[src/hdl/stq_pkg.sv]
// types, codes and constants shared by the sorted timeout queue
`timescale 1ns / 1ps

package stq_pkg;

    localparam logic [31:0] SIGN_BIT    = 32'h8000_0000;
    localparam logic [3:0]  MAX_RESULTS = 4'd15;

    localparam logic [1:0] MODE_ADD  = 2'd0;
    localparam logic [1:0] MODE_DEL  = 2'd1;
    localparam logic [1:0] MODE_TICK = 2'd2;

    localparam logic [2:0] KIND_ADDED   = 3'd0;
    localparam logic [2:0] KIND_FULL    = 3'd1;
    localparam logic [2:0] KIND_DELETED = 3'd2;
    localparam logic [2:0] KIND_BAD_ID  = 3'd3;
    localparam logic [2:0] KIND_EXPIRED = 3'd4;

    typedef struct packed {
        logic [1:0]  mode;
        logic [31:0] now;
        logic [31:0] deadline;
        logic [31:0] user_tag;
        logic [3:0]  target_slot;
    } in_t;

    typedef struct packed {
        logic [2:0]  kind;
        logic [3:0]  slot;
        logic [31:0] tag_out;
        logic        last;
    } out_t;

    typedef enum logic [4:0] {
        ST_IDLE,
        ST_DISPATCH,
        ST_A_RDO,
        ST_A_RDD,
        ST_A_CMP,
        ST_A_SRD,
        ST_A_SWR,
        ST_A_PUT,
        ST_D_RD,
        ST_D_CHK,
        ST_D_DONE,
        ST_T_HEAD,
        ST_T_HD,
        ST_T_DL,
        ST_T_EVAL,
        ST_T_SRD,
        ST_T_SWR,
        ST_T_FIN,
        ST_EMIT
    } state_t;

endpackage

[src/hdl/stq_ram.sv]
// simple dual-port synchronous ram, one write port and one registered read port
`timescale 1ns / 1ps

module stq_ram #(
    parameter int W = 8,
    parameter int D = 16
) (
    input  logic                 clk,
    input  logic                 we,
    input  logic [$clog2(D)-1:0] waddr,
    input  logic [W-1:0]         wdata,
    input  logic [$clog2(D)-1:0] raddr,
    output logic [W-1:0]         rdata
);

    logic [W-1:0] mem [D];

    always_ff @(posedge clk)
    begin
        if (we)
        begin
            mem[waddr] <= wdata;
        end
    end

    always_ff @(posedge clk)
    begin
        rdata <= mem[raddr];
    end

endmodule

[src/hdl/stq_ctrl.sv]
// sequencer for add, delete and tick, with slot occupancy, count and output register
`timescale 1ns / 1ps

module stq_ctrl #(
    parameter int SLOTS = 16
) (
    input  logic                     clk,
    input  logic                     rst_n,
    input  logic                     in_valid,
    output logic                     in_stall,
    input  stq_pkg::in_t             in_data,
    output logic                     out_valid,
    input  logic                     out_stall,
    output stq_pkg::out_t            out_data,
    output logic                     omem_we,
    output logic [$clog2(SLOTS)-1:0] omem_waddr,
    output logic [$clog2(SLOTS)-1:0] omem_wdata,
    output logic [$clog2(SLOTS)-1:0] omem_raddr,
    input  logic [$clog2(SLOTS)-1:0] omem_rdata,
    output logic                     dmem_we,
    output logic [$clog2(SLOTS)-1:0] dmem_waddr,
    output logic [63:0]              dmem_wdata,
    output logic [$clog2(SLOTS)-1:0] dmem_raddr,
    input  logic [63:0]              dmem_rdata
);

    import stq_pkg::*;

    localparam int IW = $clog2(SLOTS);
    localparam logic [IW-1:0]   LIVE_MAX  = IW'(SLOTS - 1);
    localparam logic [IW+3:0]   SLOTS_EXT = (IW + 4)'(SLOTS);

    state_t          state_reg, state_next;
    in_t             item_reg, item_next;
    logic [SLOTS-1:0] busy_reg, busy_next;
    logic [IW-1:0]   live_reg, live_next;
    logic [IW-1:0]   idx_reg, idx_next;
    logic [IW-1:0]   pos_reg, pos_next;
    logic [IW-1:0]   slot_reg, slot_next;
    logic            found_reg, found_next;
    logic [31:0]     nd_reg, nd_next;
    logic [3:0]      cnt_reg, cnt_next;
    logic            pend_valid_reg, pend_valid_next;
    logic [IW-1:0]   pend_slot_reg, pend_slot_next;
    logic [31:0]     pend_tag_reg, pend_tag_next;
    logic [31:0]     hdl_reg, hdl_next;
    logic [31:0]     htag_reg, htag_next;
    out_t            res_reg, res_next;
    logic            out_valid_reg, out_valid_next;
    out_t            out_data_reg, out_data_next;

    logic            can_load;
    logic [IW-1:0]   free_slot;
    logic            free_found;
    logic            table_full;
    logic [IW+3:0]   tgt_ext;
    logic [IW-1:0]   tgt_idx;
    logic            bad_del;
    logic [31:0]     cmp_dist;
    logic            closer;
    logic [31:0]     age;
    logic            expired;
    logic [IW:0]     idx_inc;
    logic [IW:0]     idx_inc2;
    logic [IW:0]     live_ext;

    function automatic logic [3:0] to_slot4(input logic [IW-1:0] s);
        logic [IW+3:0] ext;
        ext = {4'b0, s};
        return ext[3:0];
    endfunction

    assign can_load  = !out_valid_reg || !out_stall;
    assign out_valid = out_valid_reg;
    assign out_data  = out_data_reg;

    always_comb
    begin
        free_slot  = '0;
        free_found = 1'b0;
        for (int s = SLOTS - 1; s >= 1; s--)
        begin
            if (!busy_reg[s])
            begin
                free_slot  = IW'(s);
                free_found = 1'b1;
            end
        end
    end

    assign table_full = (live_reg >= LIVE_MAX) || !free_found;
    assign tgt_ext    = {{IW{1'b0}}, item_reg.target_slot};
    assign tgt_idx    = tgt_ext[IW-1:0];
    assign bad_del    = (item_reg.target_slot == 4'd0) || (tgt_ext >= SLOTS_EXT)
                        || !busy_reg[tgt_idx];
    assign cmp_dist   = (dmem_rdata[63:32] - item_reg.now) ^ SIGN_BIT;
    assign closer     = nd_reg < cmp_dist;
    assign age        = item_reg.now - hdl_reg;
    assign expired    = !age[31];
    assign idx_inc    = {1'b0, idx_reg} + 1'b1;
    assign idx_inc2   = {1'b0, idx_reg} + 2'd2;
    assign live_ext   = {1'b0, live_reg};

    // next state
    always_comb
    begin
        state_next = state_reg;
        unique case (state_reg)
            ST_IDLE:
            begin
                if (in_valid)
                begin
                    state_next = ST_DISPATCH;
                end
            end
            ST_DISPATCH:
            begin
                priority case (item_reg.mode)
                    MODE_ADD:
                    begin
                        if (table_full)
                            state_next = ST_EMIT;
                        else if (live_reg == '0)
                            state_next = ST_A_PUT;
                        else
                            state_next = ST_A_RDO;
                    end
                    MODE_DEL:  state_next = bad_del ? ST_EMIT : ST_D_RD;
                    MODE_TICK: state_next = ST_T_HEAD;
                    default:   state_next = ST_IDLE;
                endcase
            end
            ST_A_RDO: state_next = ST_A_RDD;
            ST_A_RDD: state_next = ST_A_CMP;
            ST_A_CMP:
            begin
                if (closer || idx_inc == live_ext)
                    state_next = ST_A_SRD;
                else
                    state_next = ST_A_RDO;
            end
            ST_A_SRD: state_next = (idx_reg == pos_reg) ? ST_A_PUT : ST_A_SWR;
            ST_A_SWR: state_next = ST_A_SRD;
            ST_A_PUT: state_next = ST_EMIT;
            ST_D_RD:  state_next = ST_D_CHK;
            ST_D_CHK: state_next = (idx_inc == live_ext) ? ST_D_DONE : ST_D_RD;
            ST_D_DONE: state_next = ST_EMIT;
            ST_T_HEAD:
            begin
                if (live_reg == '0 || cnt_reg == MAX_RESULTS)
                    state_next = ST_T_FIN;
                else
                    state_next = ST_T_HD;
            end
            ST_T_HD: state_next = ST_T_DL;
            ST_T_DL: state_next = ST_T_EVAL;
            ST_T_EVAL:
            begin
                if (!expired)
                    state_next = ST_T_FIN;
                else if (pend_valid_reg && !can_load)
                    state_next = ST_T_EVAL;
                else if (live_reg == IW'(1))
                    state_next = ST_T_HEAD;
                else
                    state_next = ST_T_SRD;
            end
            ST_T_SRD: state_next = ST_T_SWR;
            ST_T_SWR: state_next = (idx_inc2 == live_ext) ? ST_T_HEAD : ST_T_SRD;
            ST_T_FIN:
            begin
                if (!(pend_valid_reg && !can_load))
                    state_next = ST_IDLE;
            end
            ST_EMIT:
            begin
                if (can_load)
                    state_next = ST_IDLE;
            end
            default: state_next = ST_IDLE;
        endcase
    end

    // memory and handshake outputs
    always_comb
    begin
        in_stall   = (state_reg != ST_IDLE);
        omem_we    = 1'b0;
        omem_waddr = '0;
        omem_wdata = '0;
        omem_raddr = '0;
        dmem_we    = 1'b0;
        dmem_waddr = '0;
        dmem_wdata = '0;
        dmem_raddr = '0;
        unique case (state_reg)
            ST_A_RDO: omem_raddr = idx_reg;
            ST_A_RDD: dmem_raddr = omem_rdata;
            ST_A_SRD: omem_raddr = idx_reg - 1'b1;
            ST_A_SWR:
            begin
                omem_we    = 1'b1;
                omem_waddr = idx_reg;
                omem_wdata = omem_rdata;
            end
            ST_A_PUT:
            begin
                omem_we    = 1'b1;
                omem_waddr = pos_reg;
                omem_wdata = slot_reg;
                dmem_we    = 1'b1;
                dmem_waddr = slot_reg;
                dmem_wdata = {item_reg.deadline, item_reg.user_tag};
            end
            ST_D_RD: omem_raddr = idx_reg;
            ST_D_CHK:
            begin
                omem_we    = found_reg;
                omem_waddr = idx_reg - 1'b1;
                omem_wdata = omem_rdata;
            end
            ST_T_HEAD: omem_raddr = '0;
            ST_T_HD:   dmem_raddr = omem_rdata;
            ST_T_SRD:  omem_raddr = idx_inc[IW-1:0];
            ST_T_SWR:
            begin
                omem_we    = 1'b1;
                omem_waddr = idx_reg;
                omem_wdata = omem_rdata;
            end
            default:
            begin
                omem_we = 1'b0;
            end
        endcase
    end

    // datapath registers
    always_comb
    begin
        item_next       = item_reg;
        busy_next       = busy_reg;
        live_next       = live_reg;
        idx_next        = idx_reg;
        pos_next        = pos_reg;
        slot_next       = slot_reg;
        found_next      = found_reg;
        nd_next         = nd_reg;
        cnt_next        = cnt_reg;
        pend_valid_next = pend_valid_reg;
        pend_slot_next  = pend_slot_reg;
        pend_tag_next   = pend_tag_reg;
        hdl_next        = hdl_reg;
        htag_next       = htag_reg;
        res_next        = res_reg;
        out_data_next   = out_data_reg;
        out_valid_next  = out_valid_reg && out_stall;
        unique case (state_reg)
            ST_IDLE:
            begin
                if (in_valid)
                begin
                    item_next = in_data;
                end
            end
            ST_DISPATCH:
            begin
                idx_next        = '0;
                pos_next        = live_reg;
                found_next      = 1'b0;
                cnt_next        = '0;
                pend_valid_next = 1'b0;
                slot_next       = free_slot;
                nd_next         = (item_reg.deadline - item_reg.now) ^ SIGN_BIT;
                if (item_reg.mode == MODE_ADD)
                    res_next = '{kind: KIND_FULL, slot: 4'd0, tag_out: 32'd0, last: 1'b1};
                else
                    res_next = '{kind: KIND_BAD_ID, slot: item_reg.target_slot,
                                 tag_out: 32'd0, last: 1'b1};
            end
            ST_A_CMP:
            begin
                if (closer || idx_inc == live_ext)
                begin
                    pos_next = closer ? idx_reg : live_reg;
                    idx_next = live_reg;
                end
                else
                begin
                    idx_next = idx_inc[IW-1:0];
                end
            end
            ST_A_SWR: idx_next = idx_reg - 1'b1;
            ST_A_PUT:
            begin
                busy_next[slot_reg] = 1'b1;
                live_next = live_reg + 1'b1;
                res_next  = '{kind: KIND_ADDED, slot: to_slot4(slot_reg),
                              tag_out: 32'd0, last: 1'b1};
            end
            ST_D_CHK:
            begin
                if ({4'b0, omem_rdata} == tgt_ext)
                    found_next = 1'b1;
                idx_next = idx_inc[IW-1:0];
            end
            ST_D_DONE:
            begin
                if (found_reg)
                    live_next = live_reg - 1'b1;
                busy_next[tgt_idx] = 1'b0;
                res_next = '{kind: KIND_DELETED, slot: item_reg.target_slot,
                             tag_out: 32'd0, last: 1'b1};
            end
            ST_T_HD: slot_next = omem_rdata;
            ST_T_DL:
            begin
                hdl_next  = dmem_rdata[63:32];
                htag_next = dmem_rdata[31:0];
            end
            ST_T_EVAL:
            begin
                if (expired && !(pend_valid_reg && !can_load))
                begin
                    if (pend_valid_reg)
                    begin
                        out_valid_next = 1'b1;
                        out_data_next  = '{kind: KIND_EXPIRED, slot: to_slot4(pend_slot_reg),
                                           tag_out: pend_tag_reg, last: 1'b0};
                    end
                    pend_valid_next     = 1'b1;
                    pend_slot_next      = slot_reg;
                    pend_tag_next       = htag_reg;
                    busy_next[slot_reg] = 1'b0;
                    cnt_next            = cnt_reg + 1'b1;
                    idx_next            = '0;
                    if (live_reg == IW'(1))
                        live_next = '0;
                end
            end
            ST_T_SWR:
            begin
                idx_next = idx_inc[IW-1:0];
                if (idx_inc2 == live_ext)
                    live_next = live_reg - 1'b1;
            end
            ST_T_FIN:
            begin
                if (pend_valid_reg && can_load)
                begin
                    out_valid_next  = 1'b1;
                    out_data_next   = '{kind: KIND_EXPIRED, slot: to_slot4(pend_slot_reg),
                                        tag_out: pend_tag_reg, last: 1'b1};
                    pend_valid_next = 1'b0;
                end
            end
            ST_EMIT:
            begin
                if (can_load)
                begin
                    out_valid_next = 1'b1;
                    out_data_next  = res_reg;
                end
            end
            default:
            begin
                idx_next = idx_reg;
            end
        endcase
    end

    always_ff @(posedge clk or negedge rst_n)
    begin
        if (!rst_n)
        begin
            state_reg      <= ST_IDLE;
            busy_reg       <= '0;
            live_reg       <= '0;
            pend_valid_reg <= 1'b0;
            out_valid_reg  <= 1'b0;
        end
        else
        begin
            state_reg      <= state_next;
            busy_reg       <= busy_next;
            live_reg       <= live_next;
            pend_valid_reg <= pend_valid_next;
            out_valid_reg  <= out_valid_next;
        end
    end

    always_ff @(posedge clk)
    begin
        item_reg      <= item_next;
        idx_reg       <= idx_next;
        pos_reg       <= pos_next;
        slot_reg      <= slot_next;
        found_reg     <= found_next;
        nd_reg        <= nd_next;
        cnt_reg       <= cnt_next;
        pend_slot_reg <= pend_slot_next;
        pend_tag_reg  <= pend_tag_next;
        hdl_reg       <= hdl_next;
        htag_reg      <= htag_next;
        res_reg       <= res_next;
        out_data_reg  <= out_data_next;
    end

endmodule

[src/hdl/sorted_timeout_queue_top.sv]
// top level of the sorted timeout queue
`timescale 1ns / 1ps

// Deadline-ordered queue of up to SLOTS-1 one-shot timeouts, ordered by the signed
// distance deadline - now. One item is worked at a time; in_stall is high from the
// transfer until its last result, if any, has been loaded into the output register,
// and a stalled output register holds the work up. The order ram and the timer ram
// each have a registered read port. An add scans the queue for the first entry with
// a later deadline and shifts the entries behind it back by one; a valid delete
// scans every pending timer and closes the gap; a tick pops the head while it has
// expired, shifting the rest forward, until the queue empties or 15 timers are popped.
module sorted_timeout_queue_top #(
    parameter int SLOTS = 16
) (
    input  logic          clk,
    input  logic          rst_n,
    input  logic          in_valid,
    output logic          in_stall,
    input  stq_pkg::in_t  in_data,
    output logic          out_valid,
    input  logic          out_stall,
    output stq_pkg::out_t out_data
);

    import stq_pkg::*;

    localparam int IW = $clog2(SLOTS);

    logic          omem_we;
    logic [IW-1:0] omem_waddr;
    logic [IW-1:0] omem_wdata;
    logic [IW-1:0] omem_raddr;
    logic [IW-1:0] omem_rdata;
    logic          dmem_we;
    logic [IW-1:0] dmem_waddr;
    logic [63:0]   dmem_wdata;
    logic [IW-1:0] dmem_raddr;
    logic [63:0]   dmem_rdata;

    stq_ctrl #(.SLOTS(SLOTS)) u_ctrl (
        .clk        (clk),
        .rst_n      (rst_n),
        .in_valid   (in_valid),
        .in_stall   (in_stall),
        .in_data    (in_data),
        .out_valid  (out_valid),
        .out_stall  (out_stall),
        .out_data   (out_data),
        .omem_we    (omem_we),
        .omem_waddr (omem_waddr),
        .omem_wdata (omem_wdata),
        .omem_raddr (omem_raddr),
        .omem_rdata (omem_rdata),
        .dmem_we    (dmem_we),
        .dmem_waddr (dmem_waddr),
        .dmem_wdata (dmem_wdata),
        .dmem_raddr (dmem_raddr),
        .dmem_rdata (dmem_rdata)
    );

    // queue order: position to slot id
    stq_ram #(.W(IW), .D(SLOTS)) u_order_ram (
        .clk   (clk),
        .we    (omem_we),
        .waddr (omem_waddr),
        .wdata (omem_wdata),
        .raddr (omem_raddr),
        .rdata (omem_rdata)
    );

    // per slot deadline and tag
    stq_ram #(.W(64), .D(SLOTS)) u_timer_ram (
        .clk   (clk),
        .we    (dmem_we),
        .waddr (dmem_waddr),
        .wdata (dmem_wdata),
        .raddr (dmem_raddr),
        .rdata (dmem_rdata)
    );

endmodule

[config.mk]
export PLATFORM = sky130hd
export DESIGN_NAME = sorted_timeout_queue_top
export DESIGN_NICKNAME = d
export VERILOG_FILES = /design/src/hdl/stq_pkg.sv /design/src/hdl/stq_ram.sv /design/src/hdl/stq_ctrl.sv /design/src/hdl/sorted_timeout_queue_top.sv
export SDC_FILE = /design/constraint.sdc
export NUM_CORES = 2
export LEC_CHECK = 0
export BUFFER_PORTS_ARGS = -buffer_cell sky130_fd_sc_hd__buf_2
export CELL_PAD_IN_SITES_DETAIL_PLACEMENT = 1
export CELL_PAD_IN_SITES_GLOBAL_PLACEMENT = 1
export CORE_MARGIN = 4
export CORE_UTILIZATION = 54
export DETAILED_ROUTE_END_ITERATION = 12
export GPL_TIMING_DRIVEN = 1
export PLACE_DENSITY_LB_ADDON = 0.3
export SLEW_MARGIN = 20
export SYNTH_ARGS = -nofsm -noshare
export SYNTH_HDL_FRONTEND = slang
export SYNTH_SLANG_ARGS = --single-unit
[constraint.sdc]
create_clock -name clk -period 8.8 [get_ports clk]
set_input_delay 1.76 -clock clk [delete_from_list [all_inputs] [get_ports clk]]
set_output_delay 1.76 -clock clk [all_outputs]
set_load 0.01 [all_outputs]
==> run summary <==
The met3 track utilization from global routing is 4.56%. The static leakage power is 0.0235 uW. Among all cell types in the netlist, the one instantiated most often is edfxtp_1. In this run, post-CTS hold repair placed 0 buffers.

Setup total negative slack on the finished layout was measured at 0 ps. For this run, the register share of the synthesized area comes to 73.0%. The flow ran to the end, and the final reports show no timing, DRC or antenna violations. The arrival time at the worst endpoint came out at 6420 ps.

The aggregate global routing overflow is 0. The end of the worst hold path is u_ctrl.htag_reg[2]. The sequential fraction of design power came out at 43.8%. The maximum number of pins on one net before global-route repair is 183.

The critical path goes through inv_1, ha_1, nor2b_1, o31a_1, o41ai_2, o21ai_1, a2bb2oi_1, a41o_1, a221o_1, a31oi_2, a221o_1, ha_1, a21o_1, a21o_1, a21oi_1, o21ai_1, a21oi_1, nand3_1, o21ai_1, nand2b_1. The total track usage is 27.7%. The startpoint type of the worst setup path is a flip-flop.

The number of buffers and inverters on the critical path came out at 1. In the synthesized netlist, the cells that appear most often are edfxtp_1, mux4_2, clkbuf_1, o221ai_1, ha_1. The count of state elements after synthesis is 1479. The number of gates resized after CTS was 0. The terminus of the critical flop-to-flop path is u_ctrl.pos_reg[1]. The count of port buffers added during placement is 147.

The net count of the mapped netlist is 3702. Of the cells placed in the final design, the portion with a size suffix greater than 1 is 18.1%. The post-route clock period utilization is 68.0%. The global-route wire length before repair is 239000 um. For the pin with the worst max-slew slack, the measured transition is 1150 ps. The tree is rooted in a clkbuf_16.

The initial antenna violation count came out at 3. The register clock-pin slew on the reported worst setup and hold paths came out at 60 ps. The number of H-tree levels is 4. The cell type with the highest occurrence count on the critical path is o21ai_1. In the routed design, unresolved DRC markers number 0.

The total chip power is 20100 uW. The largest voltage drop on the vdd net is 198 uV. The number of cells on the worst reg-to-reg path is 20. Along the worst path, the maximum fanout reaches 8. The power spent charging and discharging nets is 6140 uW.

The most congested layer reported by global routing is met2. Of the total power, the share spent switching nets is 30.6%. At the worst endpoint, the required time is 9230 ps. The most used flip-flop cell after synthesis is edfxtp_1. The number of flip-flops under the largest register name is 1024. The worst path meets setup with 2820 ps of slack.

The final hold violation count came out at 0. The die boundary height is 341 um. Summed over all instances, the cell type with the most area after synthesis is edfxtp_1.

The count of pins over their slew limit came to 0. The internal power of the cells totals 13900 uW. The clock latency of the later-clocked register in the worst-skew pair is 760 ps. The I/O pin count is 148. The detail-routed via count per cell is 6.55. The post-detailed-placement half-perimeter wirelength is 90900 um. The number of setup buffers added after CTS is 0. The TritonCTS buffer count is 152. The proportion of power drawn by the clock network is 32.2%. Combinational logic is responsible for 24.0% of the overall power. The placeable core area came out at 0.109 mm2. The cell count after synthesis is 3461. The setup skew after layout came out at 25.6 ps. Compared with the post-synthesis result, the final layout area differs by 12.3%. The die area came out at 0.116 mm2. The average wire per cell in the routed design is 30.6 um. The longest individual stage delay on the worst path is 440 ps. The global-route met1 utilization is 37.8%. In this run the critical register-to-register path is launched from u_ctrl.item_reg[69]. The final RePlAce weighted congestion is 0.877. The clock passes through at most 3 buffers.

The count of nets left with antenna violations once routing finished came out at 0. The CTS tree is yes. The total number of yosys warnings came out at 0. Setup slack on the worst reg-to-reg path comes out at 2820 ps. The via count of the first global-routing pass is 36200. The instance count along the most critical hold path came out at 0.

The post-synthesis cell area came out at 0.0597 mm2. The top cell type by area accounts for 69.7% of the synthesized area. After synthesis, the share of flip-flops with an asynchronous set or reset is 1.76%.

The detailed router placed 34300 vias in this run. The netlist uses 85 different library cells. Setup violations remaining at the end of the flow were counted as 0. The overall die width came out at 341 um.

In the final design database the tool counted 3873 nets. The worst setup slack after placement came out at 3040 ps. The met2 track demand over resource is 46.2%. The starting density of the core is 54.6%.

The class of the tightest hold or removal check is reg2reg. Setup repair after global routing left no endpoint under its margin. In this run, the number of DRC markers left after iteration 0 of detailed routing was 3657. The critical path is of the reg2reg type. The largest individual stage delay along the critical path comes from the cell edfxtp_1. The normalized max-slew margin is 23.2%. The count of fill cells added during filler insertion is 9646.

The worst setup path is captured at a flip-flop. The maximum frequency from static timing analysis is 167 MHz. The worst hold path startpoint is u_timer_ram.rdata[2]. The first TritonRoute pass finished after 5 iterations. The number of cell rows is 121. After synthesis, the cell types taking the most area are edfxtp_1, mux4_2, ha_1. The number of enable flip-flop cells after synthesis came out at 1385. The kind of cell with the highest combined delay along the critical path is compound AO/OA/AOI/OAI gates. For this block, the routed nets add up to 160000 um of wire.

Each instance of the synthesized netlist takes up on average 17.3 um2. The total of max-cap violations came out at 0. The tree built by TritonCTS fans out to 1479 sinks. Power spread over the standard cell area amounts to 299 mW/mm2. The shortest period the worst path allows is 5980 ps.
kinds of logic (layout without fill, tap and decap cells):
logic type | Yosys count | after routing | synth area share [%]
AOI/OAI and AO/OA | 747 | 747 | 8.32
xor gates and xnor gates | 74 | 74 | 1.09
adders and majority gates | 135 | 135 | 2.85
buffers and inverters | 279 | 574 | 1.99
DFF | 1479 | 1479 | 73.0
muxes | 231 | 231 | 8.34
other | 0 | 1 | 0
and+or+nand+nor | 516 | 516 | 4.38
power by group through the flow:
| stage | clock [uW] | sequential [uW] | combinational [uW] |
|---|---|---|---|
| 6_report | 6450 | 8780 | 4820 |
| 4_1_cts | 6530 | 8780 | 4800 |
| 5_1_grt | 6880 | 8820 | 5250 |
| 3_3_place_gp | 0 | 8900 | 4470 |
| 3_5_place_dp | 0 | 8920 | 4690 |
| 2_1_floorplan | 0 | 8580 | 3510 |
stage by stage:
step / instances / hold slack, ps / cell area [um2] / utilization, %
floorplan: 3461 / 386 / 59700 / -
global placement: 4953 / 386 / 62100 / 56.8
detailed placement: 4954 / 391 / 62100 / 56.8
CTS: 5232 / 381 / 67100 / 61.4
global route: 5232 / 393 / 67100 / 61.4
finish: 5233 / 387 / 67100 / 61.4
layout by cell type (no fill, tap or decap), types with 85 or more instances in the layout:
| master | n |
|---|---|
| mux4_2 | 212 |
| o21ai_0 | 113 |
| nor2_1 | 109 |
| a21oi_1 | 95 |
| inv_1 | 95 |
| edfxtp_1 | 1385 |
| o22ai_1 | 132 |
| nand2_1 | 109 |
| o221ai_1 | 134 |
| o21ai_1 | 85 |
| clkbuf_16 | 155 |
| ha_1 | 133 |
| buf_2 | 147 |
layout make-up:
type | count | area (um2) | area share, %
sequential | 1479 | 43600 | 65.0
inverter | 97 | 364 | 0.543
multi-input combinational | 1703 | 15100 | 22.5
timing repair buffer | 199 | 1150 | 1.72
antenna | 1 | 2.50 | 0.00373
tap | 1476 | 1850 | 2.75
clock buffer | 194 | 4100 | 6.11
clock inverter | 84 | 907 | 1.35
worst max-delay path by stage:
stage | startpoint | to | cells after the start
final | u_ctrl.item_reg[69] | u_ctrl.pos_reg[1] | 20
after floorplan | u_ctrl.state_reg[2] | u_timer_ram.mem[6][0] | 6
after detailed placement | u_ctrl.item_reg[69] | u_ctrl.pos_reg[3] | 20
after CTS | u_ctrl.item_reg[69] | u_ctrl.pos_reg[1] | 20
after global routing | u_ctrl.item_reg[68] | u_ctrl.pos_reg[1] | 21
after global placement | u_ctrl.item_reg[69] | u_ctrl.pos_reg[0] | 19
metal layers:
metal	up-vias	wire (um)
li1	14400	-
met1	17900	63200
met4	0	5130
met5	-	0
met3	308	12100
met2	1655	79900
worst reg2reg max path: stages (launching register included):
cell       delay (ps)
edfxtp_1          440
inv_1             160
ha_1              240
nor2b_1           150
o31a_1            300
o41ai_2           410
o21ai_1           260
a2bb2oi_1         260
a41o_1            330
a221o_1           410
a31oi_2           280
a221o_1           180
ha_1              240
a21o_1            190
a21o_1            180
a21oi_1           140
o21ai_1            80
a21oi_1           410
nand3_1           360
o21ai_1           390
nand2b_1          280
(Power assumes the default switching activity.)
